$ cat src/hw/rtl/mmp_pkg.sv
`timescale 1ns / 1ps
// ----------------------------------------------------------------------------
// mmp_pkg: shared types and constants of the MIDI message parser
// Byte codes, message kinds and the result record passed between stages.
// ----------------------------------------------------------------------------
package mmp_pkg;

  typedef enum logic [1:0] {
    KIND_NOTE_OFF = 2'd0,
    KIND_NOTE_ON  = 2'd1,
    KIND_CONTROL  = 2'd2,
    KIND_OTHER    = 2'd3
  } msg_kind_e;

  localparam logic [7:0] BYTE_REALTIME_MIN = 8'hF8;
  localparam logic [7:0] BYTE_SYSEX_START  = 8'hF0;
  localparam logic [7:0] BYTE_SYSEX_END    = 8'hF7;
  localparam logic [7:0] BYTE_COMMON_MIN   = 8'hF1;
  localparam logic [7:0] NO_STATUS         = 8'h00;

  localparam logic [3:0] HI_NOTE_OFF  = 4'h8;
  localparam logic [3:0] HI_NOTE_ON   = 4'h9;
  localparam logic [3:0] HI_CONTROL   = 4'hB;
  localparam logic [3:0] HI_PROGRAM   = 4'hC;
  localparam logic [3:0] HI_CHAN_PRES = 4'hD;

  typedef struct packed {
    msg_kind_e  kind;
    logic [3:0] channel;
    logic [6:0] first_data;
    logic [6:0] second_data;
  } result_t;

  typedef struct packed {
    logic [7:0] midi_byte;
    logic       buffer_end;
  } item_t;

endpackage

$ cat src/hw/rtl/midi_message_parser.sv
`timescale 1ns / 1ps
// ----------------------------------------------------------------------------
// midi_message_parser: MIDI byte stream to channel message parser
// Rebuilds note, control and other channel messages using running status.
// ----------------------------------------------------------------------------
// a message is offered on the output once its last byte has passed the input
//   register and then the result register
// throughput: one byte per cycle; the input stalls only while a result waits
// reset: asynchronous, clears running status, held byte, sysex flag, valids
module midi_message_parser (
  input  logic       clk_i,
  input  logic       rst_ni,
  input  logic       in_valid_i,
  output logic       in_stall_o,
  input  logic [7:0] midi_byte_i,
  input  logic       buffer_end_i,
  output logic       out_valid_o,
  input  logic       out_stall_i,
  output logic [1:0] msg_kind_o,
  output logic [3:0] channel_o,
  output logic [6:0] first_data_o,
  output logic [6:0] second_data_o
);
  import mmp_pkg::*;

  item_t   in_item, s1_item;
  logic    s1_valid, s2_ready, fire, emit;
  result_t result, result_q, result_d;
  logic    out_valid_q, out_valid_d;

  assign in_item  = '{midi_byte: midi_byte_i, buffer_end: buffer_end_i};
  assign s2_ready = !out_valid_q || !out_stall_i;
  assign fire     = s1_valid && s2_ready;

  mmp_in_stage u_in_stage (
    .clk_i      (clk_i),
    .rst_ni     (rst_ni),
    .in_valid_i (in_valid_i),
    .in_stall_o (in_stall_o),
    .item_i     (in_item),
    .advance_i  (fire),
    .valid_o    (s1_valid),
    .item_o     (s1_item)
  );

  mmp_parse_core u_parse_core (
    .clk_i    (clk_i),
    .rst_ni   (rst_ni),
    .fire_i   (fire),
    .item_i   (s1_item),
    .emit_o   (emit),
    .result_o (result)
  );

  always_comb begin
    out_valid_d = out_valid_q;
    result_d    = result_q;
    if (s2_ready) begin
      out_valid_d = fire && emit;
      if (fire && emit) begin
        result_d = result;
      end
    end
  end

  always_ff @(posedge clk_i or negedge rst_ni) begin
    if (!rst_ni) begin
      out_valid_q <= 1'b0;
    end else begin
      out_valid_q <= out_valid_d;
    end
  end

  always_ff @(posedge clk_i) begin
    result_q <= result_d;
  end

  assign out_valid_o   = out_valid_q;
  assign msg_kind_o    = result_q.kind;
  assign channel_o     = result_q.channel;
  assign first_data_o  = result_q.first_data;
  assign second_data_o = result_q.second_data;

endmodule

$ cat src/hw/rtl/mmp_in_stage.sv
`timescale 1ns / 1ps
// ----------------------------------------------------------------------------
// mmp_in_stage: input register of the MIDI message parser
// Captures one byte per transaction and holds it until the parse stage moves.
// ----------------------------------------------------------------------------
module mmp_in_stage (
  input  logic           clk_i,
  input  logic           rst_ni,
  input  logic           in_valid_i,
  output logic           in_stall_o,
  input  mmp_pkg::item_t item_i,
  input  logic           advance_i,
  output logic           valid_o,
  output mmp_pkg::item_t item_o
);
  import mmp_pkg::*;

  logic  valid_q, valid_d;
  item_t item_q, item_d;
  logic  load;

  assign in_stall_o = valid_q && !advance_i;
  assign load       = in_valid_i && !in_stall_o;

  always_comb begin
    valid_d = valid_q;
    item_d  = item_q;
    if (advance_i) begin
      valid_d = 1'b0;
    end
    if (load) begin
      valid_d = 1'b1;
      item_d  = item_i;
    end
  end

  always_ff @(posedge clk_i or negedge rst_ni) begin
    if (!rst_ni) begin
      valid_q <= 1'b0;
    end else begin
      valid_q <= valid_d;
    end
  end

  always_ff @(posedge clk_i) begin
    item_q <= item_d;
  end

  assign valid_o = valid_q;
  assign item_o  = item_q;

endmodule

$ cat src/hw/rtl/mmp_parse_core.sv
`timescale 1ns / 1ps
// ----------------------------------------------------------------------------
// mmp_parse_core: running status state and byte decode
// Updates running status, held data byte and sysex flag for one byte.
// ----------------------------------------------------------------------------
module mmp_parse_core (
  input  logic             clk_i,
  input  logic             rst_ni,
  input  logic             fire_i,
  input  mmp_pkg::item_t   item_i,
  output logic             emit_o,
  output mmp_pkg::result_t result_o
);
  import mmp_pkg::*;

  logic [7:0] status_q, status_d;
  logic [6:0] held_q, held_d;
  logic       held_valid_q, held_valid_d;
  logic       in_sysex_q, in_sysex_d;
  logic [7:0] b;
  logic [3:0] hi;
  msg_kind_e  kind;

  assign b  = item_i.midi_byte;
  assign hi = status_q[7:4];

  always_comb begin
    status_d     = status_q;
    held_d       = held_q;
    held_valid_d = held_valid_q;
    in_sysex_d   = in_sysex_q;
    emit_o       = 1'b0;
    result_o     = '{kind: KIND_OTHER, channel: status_q[3:0],
                     first_data: b[6:0], second_data: 7'd0};

    case (hi)
      HI_NOTE_ON:  kind = (b[6:0] == 7'd0) ? KIND_NOTE_OFF : KIND_NOTE_ON;
      HI_NOTE_OFF: kind = KIND_NOTE_OFF;
      HI_CONTROL:  kind = KIND_CONTROL;
      default:     kind = KIND_OTHER;
    endcase

    if (b >= BYTE_REALTIME_MIN) begin
      // realtime bytes leave the parse state untouched, unless they end the buffer
    end else if (in_sysex_q) begin
      if (b == BYTE_SYSEX_END) begin
        in_sysex_d = 1'b0;
      end
    end else if (b[7]) begin
      held_valid_d = 1'b0;
      if (b == BYTE_SYSEX_START) begin
        in_sysex_d = 1'b1;
        status_d   = NO_STATUS;
      end else if (b >= BYTE_COMMON_MIN) begin
        status_d = NO_STATUS;
      end else begin
        status_d = b;
      end
    end else if (status_q == NO_STATUS) begin
      // stray data byte
    end else if (hi == HI_PROGRAM || hi == HI_CHAN_PRES) begin
      emit_o = 1'b1;
    end else if (!held_valid_q) begin
      held_d       = b[6:0];
      held_valid_d = 1'b1;
    end else begin
      emit_o       = 1'b1;
      result_o     = '{kind: kind, channel: status_q[3:0],
                       first_data: held_q, second_data: b[6:0]};
      held_valid_d = 1'b0;
    end

    if (item_i.buffer_end) begin
      status_d     = NO_STATUS;
      held_d       = 7'd0;
      held_valid_d = 1'b0;
      in_sysex_d   = 1'b0;
    end
  end

  always_ff @(posedge clk_i or negedge rst_ni) begin
    if (!rst_ni) begin
      status_q     <= NO_STATUS;
      held_q       <= 7'd0;
      held_valid_q <= 1'b0;
      in_sysex_q   <= 1'b0;
    end else if (fire_i) begin
      status_q     <= status_d;
      held_q       <= held_d;
      held_valid_q <= held_valid_d;
      in_sysex_q   <= in_sysex_d;
    end
  end

endmodule

$ cat config.mk
export PLATFORM = sky130hd
export DESIGN_NAME = midi_message_parser
export DESIGN_NICKNAME = d
export VERILOG_FILES = /design/src/hw/rtl/mmp_pkg.sv /design/src/hw/rtl/midi_message_parser.sv /design/src/hw/rtl/mmp_in_stage.sv /design/src/hw/rtl/mmp_parse_core.sv
export SDC_FILE = /design/constraint.sdc
export NUM_CORES = 1
export LEC_CHECK = 0
export ABC_CLOCK_PERIOD_IN_PS = 4620
export BUFFER_PORTS_ARGS = -buffer_cell sky130_fd_sc_hd__buf_2
export CAP_MARGIN = 40
export CELL_PAD_IN_SITES_DETAIL_PLACEMENT = 2
export CELL_PAD_IN_SITES_GLOBAL_PLACEMENT = 2
export CORE_MARGIN = 3
export CORE_UTILIZATION = 37
export CTS_CLUSTER_DIAMETER = 50
export CTS_CLUSTER_SIZE = 40
export DETAILED_ROUTE_END_ITERATION = 7
export GPL_ROUTABILITY_DRIVEN = 1
export GPL_TIMING_DRIVEN = 0
export PLACE_DENSITY_LB_ADDON = 0.25
export SKIP_LAST_GASP = 1
export SLEW_MARGIN = 20
export SYNTH_ARGS = -nofsm -noshare
export SYNTH_HDL_FRONTEND = slang
export SYNTH_SLANG_ARGS = --single-unit
export TNS_END_PERCENT = 50
$ cat constraint.sdc
create_clock -name clk_i -period 4.62 [get_ports clk_i]
set_input_delay 0.462 -clock clk_i [delete_from_list [all_inputs] [get_ports clk_i]]
set_output_delay 0.462 -clock clk_i [all_outputs]
set_load 0.05 [all_outputs]
Word level (Yosys, flattened, before mapping). Cells that the tools add are included.

Magnitude comparators: 2. Bitwise operators: 1. Reductions and logical operators: 20. Multiplexer cells: 42. Eq/ne operators: 15.

Operators by type and width (number): $mux W14 (6); $mux W7 (7); $mux W8 (6); $mux W1 (22); $eq A4 B4 Y1 const B (5); $eq A8 B8 Y1 const B (2); $ge A8 B8 Y1 const B (2); $ne A2 B2 Y1 const B (6); $logic_not A8 Y1 (1); $logic_not A7 Y1 (1); $reduce_and A7 Y1 (1); $ne A3 B3 Y1 const B (2); $pmux W2 S3 (1); $reduce_or A6 Y1 (1); $reduce_and A5 Y1 (1); $logic_and A1 B1 Y1 (4); $logic_not A1 Y1 (4); $reduce_and A2 Y1 (2); $reduce_and A4 Y1 (1); $reduce_bool A2 Y1 (2); $logic_or A1 B1 Y1 (2); $not A1 Y1 (1).

Output and inout bits: 22. Bits of input ports: 13. Flip-flop bits (word level): 48.

Longest topological paths before layout. Gate-level depths: netlist (run 1).

Word-level depth: 9. Gate-level depth with buffers: 6. Depth with buffers taken out: 4.

Hierarchy. Synthesis (run 1) repeated with hierarchy kept, for this count alone.

Cells, all modules: 157. Area, all modules: 2134.5 µm².

By module, submodules not included: mmp_parse_core (cells each 117, times used 1, area an instance 1158.6 µm², sequential area each 425.4 µm²); midi_message_parser (cells each 26, times used 1, area an instance 648.1 µm², sequential area each 625.6 µm²); mmp_in_stage (cells each 14, times used 1, area an instance 327.8 µm², sequential area each 295.3 µm²).

Least setup slack after synthesis (run 1). OpenSTA, ideal clock, no wires.

Path type: reg-to-reg. From: register out_valid_q (netlist: out_valid_o). To: register result_q, in the netlist channel_o[0], enable pin. Setup time: 0.448 ns. Slack: 1.245 ns. Arrival: 2.927 ns. Buffers on the path: 0. Cell stages (with the launch flop): 4. Clock period less this slack: 3.375 ns. Cell sequence: dfrtp_1 > nand2_1 > nand2_1 > nor4_1.

Longest elaborated chain between the ends: 5.

RTL lines: start, declared (line midi_message_parser.sv:29) `logic out_valid_q, out_valid_d;`; start signal, assigned (line midi_message_parser.sv:70) `out_valid_q <= out_valid_d;`; $logic_not A1 Y1 * (line midi_message_parser.sv:32) `assign s2_ready = !out_valid_q || !out_stall_i;`; $logic_or A1 B1 Y1 * (line midi_message_parser.sv:32); $logic_and A1 B1 Y1 (line midi_message_parser.sv:33) `assign fire = s1_valid && s2_ready;`; $logic_and A1 B1 Y1 (line midi_message_parser.sv:60) `if (fire && emit) begin`; $reduce_and A2 Y1 (no line) *; end signal, assigned (line midi_message_parser.sv:75) `result_q <= result_d;`; end, declared (line midi_message_parser.sv:28) `result_t result, result_q, result_d;`.

Mark *: on every way between the ends. The rest lies on a longest branch, timed or not. A chain may end at the register's enable or synchronous reset.

Final worst setup path (run 1).
From: register out_valid_q (netlist: out_valid_o). To: register result_q, in the netlist second_data_o[0], enable pin.

The elaborated chain is that of the path after synthesis.

==> results.cfg, run 1 <==
[synthesis]
syn-instance-count = 152
synth_seq_cells = 48
synth_largest_type_area_fraction_pct = 43.12
post_synth_instance_area_um2 = 2019
synthesis.nets = 165
post_synth.cell_area_avg_um2 = 13.29
yosysWarnings = 0
largest_area_contributor_in_the_netlist = edfxtp_1
yosysSeqAreaShare_pct = 66.67
post_synth_num_cell_types = 37
synth.area.top_cells = edfxtp_1, dfrtp_1, nand2_1

[cts]
maximum_clock_insertion_buffer_count = 2
numClockSinks = 48
cts_root_buf = clkbuf_8
cts.hold.buffers_added = 0
cts-resized-gates = 0
cts_setup_buffers = 0
insertion_delay_ns = 0.30
cts_tree = yes
cts_buffers = 5
path_clk_slew_ns = 0.09
cts.htree.levels = 2

[timing]
finalSetupTns_ns = 0
period_minus_slack_ns = 2.340
worst_slew_margin_rel_pct = 51.81
finClkSkew_ns = 0.008378
setup_violations = 0
finalCritPeriodShare_pct = 50.64
layout_setup_ws_ns = 2.280
hold_violations = 0
maxSlewViolCount = 0
tightest_slew_ns = 0.7228
rsz0062_at_grt = false
clock.fmax_mhz = 427.4

[drt]
routed_via_density = 5.286
dr_wl_cell_um = 17.86
via_count = 1406
drt_iter0_drc = 60
ant_nets = 0
drt-total-wl_um = 4750
drc = 0
dr.pass1.iters = 4

[die]
dieArea_um2 = 6380
die-width_um = 79.88
placementRows = 26
floorplan.die.height_um = 79.88
start_util_pct = 38.80
core_area_um2 = 5205
ios = 35

[run]
maxCapViolations = 0

[layout]
most_common_library_cell_in_the_layout_ignoring_fill_and_taps = buf_2
synthToLayoutAreaGrowth_pct = 18.90
layout.cells.most_common_list = buf_2, edfxtp_1, nand2_1, dfrtp_1, o21ai_0
num_antenna_cells = 0
fin_util_pct = 46.13
drive_gt1_share_pct = 30.61
layout.filler_cells = 532
fin_nets = 208

[pwr]
peakVddDrop_uv = 241.5
power.density_nw_per_um2 = 516.3
p_leak_uw = 0.0009546

[setup_path]
critical-path-max-stage-delay_ns = 0.66
crit_path_end_kind = flip-flop
slowest_stage = nor4_2
crit_required_ns = 4.61
cp_data_arrival_time_ns = 2.33
crit_type = reg2reg
critical_path_peak_fanout = 10
worstPathCellList = nand2_1 -> nand2_1 -> nor4_2 -> buf_2 -> buf_2
start_kind = flip-flop

[placed_design]
gp_routability_congestion = 0.8357
io_buffer_count = 34
preCtsSetupSlack_ns = 2.102
dp_hpwl_um = 3485

[global_route]
globalRouteOverflowTotal = 0
grt_pass1_wl_um = 7941
grt_start_max_net_pins = 20
number_of_global_route_vias_before_repair = 1553
grt_usage_pct = 16.62
antenna_violations_before_repair = 0

[status]
run_status = finished, final reports clean

[worst_hold_path]
hold_class = in2async
## sequential cells by signal, indices dropped and copies added, names as in the netlist
register                   cells
first_data_o                   7
u_parse_core.held_valid_q      1
u_parse_core.held_q            7
u_parse_core.in_sysex_q        1
u_parse_core.status_q          8
u_in_stage.valid_o             1
channel_o                      4
out_valid_o                    1
u_in_stage.item_o              9
msg_kind_o                     2
second_data_o                  7
## worst max-delay path, delay by kind of cell, from the launching register on
family        cells  cell delay [ns]
buf+inv           2             0.60
flops             1             0.41
simple gates      3             1.02
## per-stage QoR
step | total power, uW | hold slack (ns) | cell area (um2) | std cells
2_1_floorplan | 850.1 | 0.1664 | 2019 | 152
5_1_grt | 1312 | 0.1301 | 2401 | 266
3_3_place_gp | 926.7 | 0.4329 | 2277 | 256
3_5_place_dp | 957.3 | 0.4504 | 2293 | 258
6_report | 1240 | 0.1079 | 2401 | 266
4_1_cts | 1254 | 0.1202 | 2401 | 266
## where the power goes
part	total (uW)	leakage, uW	switching, uW	internal [uW]
Combinational	348	0.000382	227	120
Sequential	597	0.000517	55.8	542
Clock	295	0.0000552	134	161
Total	1240	0.000955	417	822
## worst paths after layout
check / start / cells after the start / slack, ns / endpoint
max: out_valid_o$_DFFE_PN0P_ / 5 / 2.28 / second_data_o[0]$_SDFFCE_PP0P_
min: rst_ni / 1 / 0.11 / u_parse_core.held_q[2]$_DFFE_PN0P_
max reg2reg: out_valid_o$_DFFE_PN0P_ / 5 / 2.28 / second_data_o[0]$_SDFFCE_PP0P_
min reg2reg: u_parse_core.status_q[1]$_DFFE_PN0P_ / 0 / 0.48 / channel_o[1]$_DFFE_PP_
max in group asynchronous: rst_ni / 1 / 4.18 / u_parse_core.held_valid_q$_DFFE_PN0P_
min in group clk_i: midi_byte_i[3] / 1 / 0.33 / u_in_stage.item_o[4]$_DFFE_PP_
## metal layers
layer	up-vias	routed length, um	GRT usage, %
met5	-	0	0
met4	0	65	5.068
met3	6	170	3.725
met2	33	2495	30.30
met1	711	2019	19.33
li1	656	-	-
## cell families after synthesis
group	count (synthesis)	share of synthesized area [%]
AND/OR/NAND/NOR	54	15.18
multiplexers	9	5.143
flip-flops	48	66.67
buffers and inverters	8	1.920
AO/OA/AOI/OAI	33	11.09
## layout make-up
type                    instances  area, um2  area share (%)
clock inverters                 2      35.03           1.459
plain buffers                   4      23.77          0.9901
well taps                      70      87.58           3.648
clock buffers                   6      72.57           3.022
flip-flops and latches         48       1346           56.07
multi-input cells              96      640.6           26.68
inverters                       4      15.01          0.6253
repair buffers                 36      180.2           7.504
## cells in the mapped netlist (all sizes together)
cell type / number
o2111ai: 2
nor3: 1
nand4b: 1
edfxtp: 29
and2: 8
o31ai: 1
and4: 1
o2111a: 1
o211ai: 1
mux2: 8
nand2: 24
clkbuf: 2
buf: 2
nor4: 1
inv: 4
o21a: 1
nor2b: 2
o221ai: 1
o2bb2ai: 1
nand4: 1
nand3: 4
a21boi: 1
mux2i: 1
o21ai: 15
nand3b: 1
a22oi: 7
o41ai: 1
nor4b: 1
or4: 4
nor2: 1
o41a: 1
dfrtp: 19
nand2b: 4
No activity file was read; power rests on OpenSTA's default activity.
==> run 2: changes to the inputs <==
ABC_CLOCK_PERIOD_IN_PS = 2400   (was 4620)
clock period = 2.4 ns   (was 4.62 ns; I/O delays follow)
==> run 2 against run 1 <==
Against the previous run: clock power grew 60%; register-to-register slack lost 2.0 ns; clock-buffer cell count shrank 1; critical path depth shrank 1; setup slack lost 2.0 ns; critical endpoint is now u_parse_core.held_q[0]$_DFFE_PN0P_.
==> results.cfg, run 2 (same netlist as run 1, synthesis figures left out) <==
[status]
run_status = finished, final reports clean

[global_route]
antenna_violations_before_repair = 0
grt_usage_pct = 16.57
grt_start_max_net_pins = 20
globalRouteOverflowTotal = 0
number_of_global_route_vias_before_repair = 1485
grt_pass1_wl_um = 7914

[pwr]
p_clk_share_pct = 20.5
power.net_switching_uw = 819.9
p_seq_share_pct = 50.0
p_leak_uw = 0.0009369
peakVddDrop_uv = 441.1
internal_power_uw = 1479
power.switching_fraction_pct = 35.67
power.density_nw_per_um2 = 958.8
combPwrFrac_pct = 29.5

[setup_path]
path_delay_family = compound AO/OA/AOI/OAI gates
cp_data_arrival_time_ns = 2.35
critical_path_peak_fanout = 7
slowest_stage = or4_1
crit_path_end_kind = flip-flop
crit_type = reg2reg
crit_required_ns = 2.61
critical-path-max-stage-delay_ns = 0.62
start_kind = flip-flop
critical_path_buffers_and_inverters = 0
worstPathCellList = or4_1 -> o211ai_1 -> a22oi_1 -> o21ai_0

[cts]
cts-resized-gates = 0
path_clk_slew_ns = 0.10
insertion_delay_ns = 0.30
cts.htree.levels = 2
cts_tree = yes
cts_root_buf = clkbuf_8
maximum_clock_insertion_buffer_count = 2
cts_setup_buffers = 0
cts_buffers = 5
numClockSinks = 48

[layout]
layout.cells.most_common_list = buf_2, edfxtp_1, nand2_1, dfrtp_1, o21ai_0
drive_gt1_share_pct = 30.10
largest_reg_flops = 9
layout.filler_cells = 545
fin_util_pct = 46.06
fin_nets = 208
num_antenna_cells = 0
synthToLayoutAreaGrowth_pct = 18.71
most_common_library_cell_in_the_layout_ignoring_fill_and_taps = buf_2

[drt]
detail_route.wirelength.met1_um = 2055
drc = 0
ant_nets = 0
met2WireLength_um = 2521
via_count = 1421
dr_wl_cell_um = 18.11
routed_via_density = 5.342
dr.pass1.iters = 4
drt_iter0_drc = 61
dr.max_layer_used = met4
routed_length_on_met3_um = 197
drt-total-wl_um = 4818

[timing]
finalSetupTns_ns = 0
tightest_slew_ns = 0.7003
maxSlewViolCount = 0
hold_violations = 0
finalCritPeriodShare_pct = 88.95
clock.fmax_mhz = 468.4
worst_slew_margin_rel_pct = 53.31
layout_setup_ws_ns = 0.2652
setup_violations = 0
rsz0062_at_grt = false
period_minus_slack_ns = 2.135
finClkSkew_ns = 0.01401

[die]
core_area_um2 = 5205
die-width_um = 79.88
floorplan.die.height_um = 79.88
placementRows = 26
start_util_pct = 38.80
dieArea_um2 = 6380
ios = 35

[run]
maxCapViolations = 0

[worst_hold_path]
hold_class = in2reg

[placed_design]
preCtsSetupSlack_ns = 0.2757
io_buffer_count = 34
dp_hpwl_um = 3542
gp_routability_congestion = 0.8322
## run 2: cell types whose count changed in the layout (fill, tap and decap cells not counted), sizes merged
cell	before	now
clkinvlp	0	2
buf	38	37
bufinv	1	0
clkbuf	8	7
dlygate4sd3	0	1
## run 2: power by group through the flow
| stage | Sequential (uW) | Clock [uW] | Combinational, uW |
|---|---|---|---|
| global route | 1170 | 527 | 744 |
| CTS | 1150 | 489 | 687 |
| detailed placement | 1170 | 0 | 682 |
| finish | 1150 | 472 | 678 |
| global placement | 1150 | 0 | 645 |
| floorplan | 1260 | 0 | 388 |
## run 2: worst paths after layout
path                                                      start  depth (start not counted)  slack, ns                                    to
setup / recovery           u_parse_core.status_q[1]$_DFFE_PN0P_                          4       0.27    u_parse_core.held_q[0]$_DFFE_PN0P_
hold / removal                                   midi_byte_i[2]                          1       0.11        u_in_stage.item_o[3]$_DFFE_PP_
setup reg to reg           u_parse_core.status_q[1]$_DFFE_PN0P_                          4       0.27    u_parse_core.held_q[0]$_DFFE_PN0P_
hold reg to reg            u_parse_core.status_q[2]$_DFFE_PN0P_                          0       0.48                channel_o[2]$_DFFE_PP_
max in group asynchronous                                rst_ni                          2       1.63  u_parse_core.status_q[2]$_DFFE_PN0P_
min in group asynchronous                                rst_ni                          2       0.44   u_parse_core.in_sysex_q$_DFFE_PN0P_
## run 2: per-layer routing
layer  track usage, %  vias to the layer above
li1                 -                      656
met1            19.91                      725
met2            29.55                       36
met3            3.950                        4
met4            4.561                        0
met5                0                        -
## run 2: cell type report
cell class	count	area [um2]	share of cell area, %
Sequential cell	48	1346	56.16
Multi-Input combinational cell	96	649.4	27.09
Timing Repair Buffer	36	187.7	7.829
Tap cell	70	87.58	3.653
Clock buffer	5	68.82	2.871
Buffer	4	23.77	0.9916
Clock inverter	3	18.77	0.7829
Inverter	4	15.01	0.6263
## run 2: metrics by stage
| stage | power (uW) | std cells | hold WS, ns | area, um2 |
|---|---|---|---|---|
| floorplan | 1649 | 152 | -0.05559 | 2034 |
| global placement | 1797 | 256 | 0.2100 | 2292 |
| detailed placement | 1847 | 257 | 0.2259 | 2300 |
| CTS | 2325 | 266 | 0.1056 | 2397 |
| global route | 2439 | 266 | 0.08859 | 2397 |
| finish | 2299 | 266 | 0.1073 | 2397 |
## run 2: timing repair
item / 4_1_cts / 5_1_grt
hold buffers: 1 / 0
hold endpoints to repair: 19 / 0
setup endpoints to repair: 0 / 0
